## src/rtl/core/bae_pkg.sv

```systemverilog
// Shared types and constants of the binary arithmetic encoder.
package bae_pkg;

   localparam int PROB_W      = 12;
   localparam int RANGE_W     = 32;
   localparam int BYTE_W      = 8;
   localparam int MAX_BYTES   = 4;
   localparam int CNT_W       = $clog2(MAX_BYTES);
   localparam int QUEUE_DEPTH = 2;
   localparam int QPTR_W      = $clog2(QUEUE_DEPTH);
   localparam int QCNT_W      = $clog2(QUEUE_DEPTH + 1);

   localparam logic [PROB_W-1:0]  PROB_HALF  = PROB_W'(2048);
   localparam logic [RANGE_W-1:0] LOW_RESET  = '0;
   localparam logic [RANGE_W-1:0] HIGH_RESET = '1;

   // One classified input word as it waits for the back end.
   typedef struct packed {
      logic              flush;
      logic              bit_value;
      logic [PROB_W-1:0] prob;       // already raised, 1..4095
   } entry_type;

   // Head of the queue as the back end sees it.
   typedef struct packed {
      logic      valid;
      entry_type entry;
   } q_head_type;

endpackage

```

## src/rtl/core/bae_front.sv

```systemverilog
// Front end: accepts input words, raises low probabilities, queues them.
module bae_front (
   input  logic                  clock,
   input  logic                  reset,
   input  logic                  req_valid,
   output logic                  req_ready,
   input  logic                  req_bit_value,
   input  logic [11:0]           req_prob_one,
   input  logic                  req_flush,
   output bae_pkg::q_head_type   head,
   input  logic                  pop
);

   bae_pkg::entry_type                entry_ff [bae_pkg::QUEUE_DEPTH];
   logic [bae_pkg::QPTR_W-1:0]        wr_ptr_ff, wr_ptr_in;
   logic [bae_pkg::QPTR_W-1:0]        rd_ptr_ff, rd_ptr_in;
   logic [bae_pkg::QCNT_W-1:0]        count_ff, count_in;
   bae_pkg::entry_type                new_entry;
   logic                              wr_en, rd_en;

   assign req_ready = (count_ff != bae_pkg::QCNT_W'(bae_pkg::QUEUE_DEPTH));
   assign wr_en     = req_valid && req_ready;
   assign rd_en     = pop && (count_ff != '0);

   always_comb begin
      new_entry.flush     = req_flush;
      new_entry.bit_value = req_bit_value;
      if (req_prob_one < bae_pkg::PROB_HALF) begin
         new_entry.prob = req_prob_one + bae_pkg::PROB_W'(1);
      end else begin
         new_entry.prob = req_prob_one;
      end
   end

   always_comb begin
      wr_ptr_in = wr_en ? wr_ptr_ff + bae_pkg::QPTR_W'(1) : wr_ptr_ff;
      rd_ptr_in = rd_en ? rd_ptr_ff + bae_pkg::QPTR_W'(1) : rd_ptr_ff;
      count_in  = count_ff;
      if (wr_en && !rd_en) begin
         count_in = count_ff + bae_pkg::QCNT_W'(1);
      end else if (rd_en && !wr_en) begin
         count_in = count_ff - bae_pkg::QCNT_W'(1);
      end
   end

   always_ff @(posedge clock) begin
      if (reset) begin
         wr_ptr_ff <= '0;
         rd_ptr_ff <= '0;
         count_ff  <= '0;
      end else begin
         wr_ptr_ff <= wr_ptr_in;
         rd_ptr_ff <= rd_ptr_in;
         count_ff  <= count_in;
      end
   end

   always_ff @(posedge clock) begin
      if (wr_en) begin
         entry_ff[wr_ptr_ff] <= new_entry;
      end
   end

   assign head.valid = (count_ff != '0);
   assign head.entry = entry_ff[rd_ptr_ff];

endmodule

```

## src/rtl/core/bae_back.sv

```systemverilog
// Back end: range split, range update, flush and byte shift-out into the output register.
module bae_back (
   input  logic                  clock,
   input  logic                  reset,
   input  bae_pkg::q_head_type   head,
   output logic                  pop,
   output logic                  rsp_valid,
   input  logic                  rsp_ready,
   output logic [7:0]            rsp_out_byte,
   output logic                  rsp_last_of_run
);

   typedef enum logic [3:0] {
      S_IDLE = 4'b0001,
      S_MUL  = 4'b0010,
      S_UPD  = 4'b0100,
      S_EMIT = 4'b1000
   } state_type;

   state_type                          state_ff, state_in;
   logic [bae_pkg::RANGE_W-1:0]        low_ff, low_in;
   logic [bae_pkg::RANGE_W-1:0]        high_ff, high_in;
   logic [bae_pkg::RANGE_W-1:0]        diff_ff, diff_in;
   logic [bae_pkg::RANGE_W-1:0]        prod_hi_ff, prod_hi_in;
   logic [bae_pkg::PROB_W-1:0]         prod_lo_ff, prod_lo_in;
   logic [bae_pkg::PROB_W-1:0]         prob_ff, prob_in;
   logic                               bit_ff, bit_in;
   logic [bae_pkg::CNT_W-1:0]          cnt_ff, cnt_in;
   logic                               rsp_valid_ff, rsp_valid_in;
   logic [bae_pkg::BYTE_W-1:0]         byte_ff, byte_in;
   logic                               last_ff, last_in;

   logic                               out_free;
   logic [bae_pkg::RANGE_W-1:0]        mul_hi;
   logic [2*bae_pkg::PROB_W-1:0]       mul_lo;
   logic [bae_pkg::RANGE_W-1:0]        mid;
   logic                               agree, more;

   assign out_free = !rsp_valid_ff || rsp_ready;

   assign mul_hi = bae_pkg::RANGE_W'(diff_ff[bae_pkg::RANGE_W-1:bae_pkg::PROB_W])
                   * bae_pkg::RANGE_W'(prob_ff);
   assign mul_lo = (2*bae_pkg::PROB_W)'(diff_ff[bae_pkg::PROB_W-1:0])
                   * (2*bae_pkg::PROB_W)'(prob_ff);
   assign mid    = low_ff + prod_hi_ff + bae_pkg::RANGE_W'(prod_lo_ff);

   assign agree = (low_ff[31:24] == high_ff[31:24]);
   assign more  = (low_ff[23:16] == high_ff[23:16])
                  && (cnt_ff != bae_pkg::CNT_W'(bae_pkg::MAX_BYTES - 1));

   always_comb begin
      state_in     = state_ff;
      low_in       = low_ff;
      high_in      = high_ff;
      diff_in      = diff_ff;
      prod_hi_in   = prod_hi_ff;
      prod_lo_in   = prod_lo_ff;
      prob_in      = prob_ff;
      bit_in       = bit_ff;
      cnt_in       = cnt_ff;
      rsp_valid_in = rsp_valid_ff && !rsp_ready;
      byte_in      = byte_ff;
      last_in      = last_ff;
      pop          = 1'b0;
      unique case (state_ff)
         S_IDLE: begin
            if (head.valid) begin
               if (head.entry.flush) begin
                  // flush: one word of low's top byte, then restart the range
                  if (out_free) begin
                     pop          = 1'b1;
                     rsp_valid_in = 1'b1;
                     byte_in      = low_ff[31:24];
                     last_in      = 1'b1;
                     low_in       = bae_pkg::LOW_RESET;
                     high_in      = bae_pkg::HIGH_RESET;
                  end
               end else begin
                  pop      = 1'b1;
                  diff_in  = high_ff - low_ff;
                  prob_in  = head.entry.prob;
                  bit_in   = head.entry.bit_value;
                  state_in = S_MUL;
               end
            end
         end
         S_MUL: begin
            prod_hi_in = mul_hi;
            prod_lo_in = mul_lo[2*bae_pkg::PROB_W-1:bae_pkg::PROB_W];
            state_in   = S_UPD;
         end
         S_UPD: begin
            if (bit_ff) begin
               high_in = mid;
            end else begin
               low_in = mid + bae_pkg::RANGE_W'(1);
            end
            cnt_in   = '0;
            state_in = S_EMIT;
         end
         S_EMIT: begin
            if (!agree) begin
               state_in = S_IDLE;
            end else if (out_free) begin
               rsp_valid_in = 1'b1;
               byte_in      = high_ff[31:24];
               last_in      = !more;
               low_in       = {low_ff[23:0], 8'h00};
               high_in      = {high_ff[23:0], 8'hff};
               cnt_in       = cnt_ff + bae_pkg::CNT_W'(1);
               if (!more) begin
                  state_in = S_IDLE;
               end
            end
         end
         default: begin
            state_in = S_IDLE;
         end
      endcase
   end

   always_ff @(posedge clock) begin
      if (reset) begin
         state_ff     <= S_IDLE;
         low_ff       <= bae_pkg::LOW_RESET;
         high_ff      <= bae_pkg::HIGH_RESET;
         cnt_ff       <= '0;
         rsp_valid_ff <= 1'b0;
      end else begin
         state_ff     <= state_in;
         low_ff       <= low_in;
         high_ff      <= high_in;
         cnt_ff       <= cnt_in;
         rsp_valid_ff <= rsp_valid_in;
      end
   end

   always_ff @(posedge clock) begin
      diff_ff    <= diff_in;
      prod_hi_ff <= prod_hi_in;
      prod_lo_ff <= prod_lo_in;
      prob_ff    <= prob_in;
      bit_ff     <= bit_in;
      byte_ff    <= byte_in;
      last_ff    <= last_in;
   end

   assign rsp_valid       = rsp_valid_ff;
   assign rsp_out_byte    = byte_ff;
   assign rsp_last_of_run = last_ff;

endmodule

```

## src/rtl/core/binary_arithmetic_encoder_unit.sv

```systemverilog
// Binary arithmetic encoder: each input word codes one bit against a 12-bit
// probability of a one and yields zero to four output bytes; a flush word
// yields exactly one byte (low's top byte) and restarts the range. Input words
// land in a two-entry queue, so up to two are taken while the coder is busy.
// A flush is handled in the coder once the output register is free; a coded
// bit passes through range difference, split multiply and range update, then
// shifts out one byte at a time, or finds that no top byte agrees. The coder
// takes the next word only after it is through with the last; the serial byte
// shift-out through the single output register sets its pace, and rsp_ready
// holding a byte back stalls it. Output bytes wait for rsp_ready.
module binary_arithmetic_encoder_unit (
   input  logic        clock,
   input  logic        reset,
   input  logic        req_valid,
   output logic        req_ready,
   input  logic        req_bit_value,
   input  logic [11:0] req_prob_one,
   input  logic        req_flush,
   output logic        rsp_valid,
   input  logic        rsp_ready,
   output logic [7:0]  rsp_out_byte,
   output logic        rsp_last_of_run
);

   bae_pkg::q_head_type head;
   logic                pop;

   bae_front u_front (
      .clock         (clock),
      .reset         (reset),
      .req_valid     (req_valid),
      .req_ready     (req_ready),
      .req_bit_value (req_bit_value),
      .req_prob_one  (req_prob_one),
      .req_flush     (req_flush),
      .head          (head),
      .pop           (pop)
   );

   bae_back u_back (
      .clock           (clock),
      .reset           (reset),
      .head            (head),
      .pop             (pop),
      .rsp_valid       (rsp_valid),
      .rsp_ready       (rsp_ready),
      .rsp_out_byte    (rsp_out_byte),
      .rsp_last_of_run (rsp_last_of_run)
   );

endmodule

```

## config.mk

```make
export PLATFORM = sky130hd
export DESIGN_NAME = binary_arithmetic_encoder_unit
export DESIGN_NICKNAME = d
export VERILOG_FILES = /design/src/rtl/core/bae_pkg.sv /design/src/rtl/core/bae_front.sv /design/src/rtl/core/bae_back.sv /design/src/rtl/core/binary_arithmetic_encoder_unit.sv
export SDC_FILE = /design/constraint.sdc
export NUM_CORES = 1
export LEC_CHECK = 0
export BUFFER_PORTS_ARGS = -buffer_cell sky130_fd_sc_hd__buf_2
export CAP_MARGIN = 20
export CORE_MARGIN = 4
export CORE_UTILIZATION = 55
export CTS_CLUSTER_SIZE = 30
export DETAILED_ROUTE_END_ITERATION = 10
export PLACE_DENSITY_LB_ADDON = 0.05
export SETUP_SLACK_MARGIN = 0.15
export SLEW_MARGIN = 40
export SYNTH_ARGS = -nofsm -noshare
export SYNTH_HDL_FRONTEND = slang
export SYNTH_SLANG_ARGS = --single-unit
```

## constraint.sdc

```tcl
create_clock -name clock -period 11.5 [get_ports clock]
set_clock_uncertainty 0.2 [all_clocks]
set_input_delay 0.575 -clock clock [delete_from_list [all_inputs] [get_ports clock]]
set_output_delay 0.575 -clock clock [all_outputs]
set_load 0.005 [all_outputs]
```

==> flow_summary_export.csv <==
group,metric,value,unit
sta,worstMarginPinSlew,844,ps
logic_synthesis,avgSynthCellArea,9.15,µm²
clock_network,cts_buffers,25,
logic_synthesis,synth-edff-count,126,
logic_synthesis,synth.distinct_cells,81,
clock_network,clock_path_buffers,3,
placed_design,gp_congestion,0.884,
logic_synthesis,synth_compound_area_share,11.1,%
drt,drc,0,
die,dieArea,46700,µm²
sta,max_freq,136,MHz
logic_synthesis,synth_top_family_by_area,"adder cells",
logic_synthesis,seq_area_frac_synth,22.3,%
grt,overflow,0,
clock_network,clk_latency,570,ps
drt,post_drt_wl_per_cell,19.4,µm
logic_synthesis,async_flop_share,0,%
worst_setup_path,critPathMaxFanout,12,
logic_synthesis,yosys-top-cells-count,"410 x inv_1, 361 x nand2_1, 293 x fa_1",
grt,grt_use_total,26.8,%
sta,rsz0062_at_grt,"false",
grt,antenna_found_initial,0,
worst_setup_path,crit_arrival,7480,ps
clock_network,cts_resized,0,
cells_and_area,area.growth.synth_to_final,6.14,%
die,coreArea,43000,µm²
worst_setup_path,crit_top_cell,"fa_1",
logic_synthesis,post-synth-top-area-cell,"fa_1",
logic_synthesis,syn-num-nets,3130,
clock_network,clock-sinks,202,
drt,wl,61.5,mm
drt,vias,18100,
die,die_h,216,µm
grt,grt_pass1_vias,18600,
logic_synthesis,syn_inst,2607,
sta,slew_headroom,43.6,%
logic_synthesis,yosysTopAreaCellShare,24.6,%
clock_network,cts_tree,"done",
worst_setup_path,slowest_stage,"edfxtp_1",
logic_synthesis,synth-xor-area-share,4.33,%
placed_design,dp.cells,3122,
logic_synthesis,synthSimpleGateAreaFrac,17.2,%
clock_network,htreeDepth,1,
worst_setup_path,critPathLaunchType,"flip-flop",
worst_setup_path,crit_required,11610,ps
logic_synthesis,synth_top_flop_cell,"edfxtp_1",
logic_synthesis,ys_warn_count,0,
cells_and_area,layout-drive-gt1-share,5.80,%
grt,grt_pass1_wl,100,mm
grt,grt_max_degree,79,
die,io_pins,29,
sta,setup_tns,0,ps
sta,period_needed,7370,ps
logic_synthesis,synth_seq_cells,202,
run,maxCapViolations,0,
clock_network,cts_root_buf,"clkbuf_16",
sta,final-hold-violation-count,0,
drt,drt_iter0_drc,1257,
drt,ant_nets,0,
clock_network,clkTransAtPathRegs,60,ps
worst_setup_path,cp-end-kind,"flip-flop",
sta,fin_crit_sh,64.1,%
logic_synthesis,muxShareOfSynthArea,0.882,%
drt,avgViaCountPerCell,5.69,
placed_design,hpwlAfterDp,48.6,mm
die,initial_utilization,55.5,%
worst_setup_path,max_stage_delay,660,ps
drt,first_pass_iters,5,
worst_setup_path,crit_buf_inv,5,
logic_synthesis,synthAdderAreaFrac,35.7,%
sta,finalSetupViolations,0,
sta,drv_slew,0,
sta,hold_slack,153,ps
cells_and_area,final_nets,3089,
worst_setup_path,critPathKind,"reg -> reg",
logic_synthesis,syn_area,23800,µm²
die,die_w,216,µm
logic_synthesis,yosysMostFrequentCell,"inv_1",
cells_and_area,final_cells,3170,
cells_and_area,fillers,3935,
run_status,status,"finished clean",
cells_and_area,antenna_cells,0,
placed_design,port_buffers,28,
die,rows,76,
worst_setup_path,crit_path_cell_trace,"buf_6, buf_6, nand2_1, fa_1, inv_1, fa_1, fa_1, fa_1, inv_1, fa_1, inv_1, ha_1, a21o_1, a31o_2, a221o_1, o21ai_0, o2bb2ai_1, o41ai_1, o21ai_0, o21a_1, nor2_1, xnor2_1",
hold_path,min_path_type,"in -> reg",
worst_setup_path,critical_path.top_delay_family,"adder cells",
logic_synthesis,netlist_top_cells_area,"fa_1 25%, edfxtp_1 16%, ha_1 11%, inv_1 6.5%, dfxtp_1 6.4%",
-- registers in the layout, indices dropped and copies added (netlist names), 2 cells and up, named ones only --
| name | flops |
|---|---|
| u_front.count_ff | 2 |
| u_back.cnt_ff | 2 |
| u_back.state_ff | 4 |
| u_front.entry_ff | 28 |
| u_back.rsp_out_byte | 8 |
| u_back.prod_hi_ff | 32 |
| u_back.prod_lo_ff | 12 |
| u_back.low_ff | 32 |
| u_back.high_ff | 32 |
| u_back.diff_ff | 32 |
| u_back.prob_ff | 12 |
-- layout by cell type, fill, tap and decap left out, types with 76 or more instances in the layout --
cell and instances:
ha_1 212, o21ai_0 82, nor2_1 85, nand2_1 361
edfxtp_1 126, a21oi_1 100, xnor2_1 76, inv_1 410
and2_1 132, dfxtp_1 76, fa_1 293
-- path summary, 6_finish.rpt --
path	from	endpoint	slack (ps)	cells past startpoint
max	u_back.prob_ff[3]$_DFFE_PP_	u_back.prod_hi_ff[29]$_DFFE_PP_	4130	22
max reg2reg	u_back.prob_ff[3]$_DFFE_PP_	u_back.prod_hi_ff[29]$_DFFE_PP_	4130	22
min reg2reg	u_back.cnt_ff[1]$_SDFFE_PP0P_	u_back.cnt_ff[1]$_SDFFE_PP0P_	270	2
min	req_prob_one[5]	u_front.entry_ff[0][5]$_DFFE_PP_	150	2
-- layer usage --
| metal | up-vias | track usage, % | wire, µm |
|---|---|---|---|
| li1 | 8468 | - | - |
| met1 | 8994 | 38.1 | 27400 |
| met2 | 496 | 44.2 | 28900 |
| met3 | 95 | 2.29 | 3010 |
| met4 | 0 | 7.96 | 2090 |
| met5 | - | 0 | 0 |
-- through the flow --
step	area [µm²]	worst slack, ps	utilization, %
5_1_grt	25300	3810	58.9
3_5_place_dp	24500	4240	56.9
3_3_place_gp	24400	4160	56.7
2_1_floorplan	23800	5290	-
4_1_cts	25300	4210	58.8
6_report	25300	4130	58.9
-- final cells by class --
type	instances	area (µm²)	area share (%)
clock buffer	40	744	2.94
timing repair buffer	55	378	1.49
multi-input combinational	1871	16600	65.4
inverter	411	1540	6.10
clock inverter	6	50.0	0.198
sequential	202	5310	21.0
tap	585	732	2.89
-- cell families (layout without fill, tap and decap cells) --
kind of cell               count (synthesis)  in the layout
DFF                                      202            202
xor gates and xnor gates                 118            118
and+or+nand+nor                          836            836
AOI/OAI and AO/OA                        393            393
buffers and inverters                    534            512
muxes                                     19             19
adders and majority gates                505            505
-- timing repair --
item / 4_1_cts / 5_1_grt
buffers inserted: 0 / 0
hold endpoints to repair: 4 / 0
hold buffers: 2 / 0
Power is not shown: default switching activity piles up to over one toggle a cycle in this logic, so the estimate is an artifact.
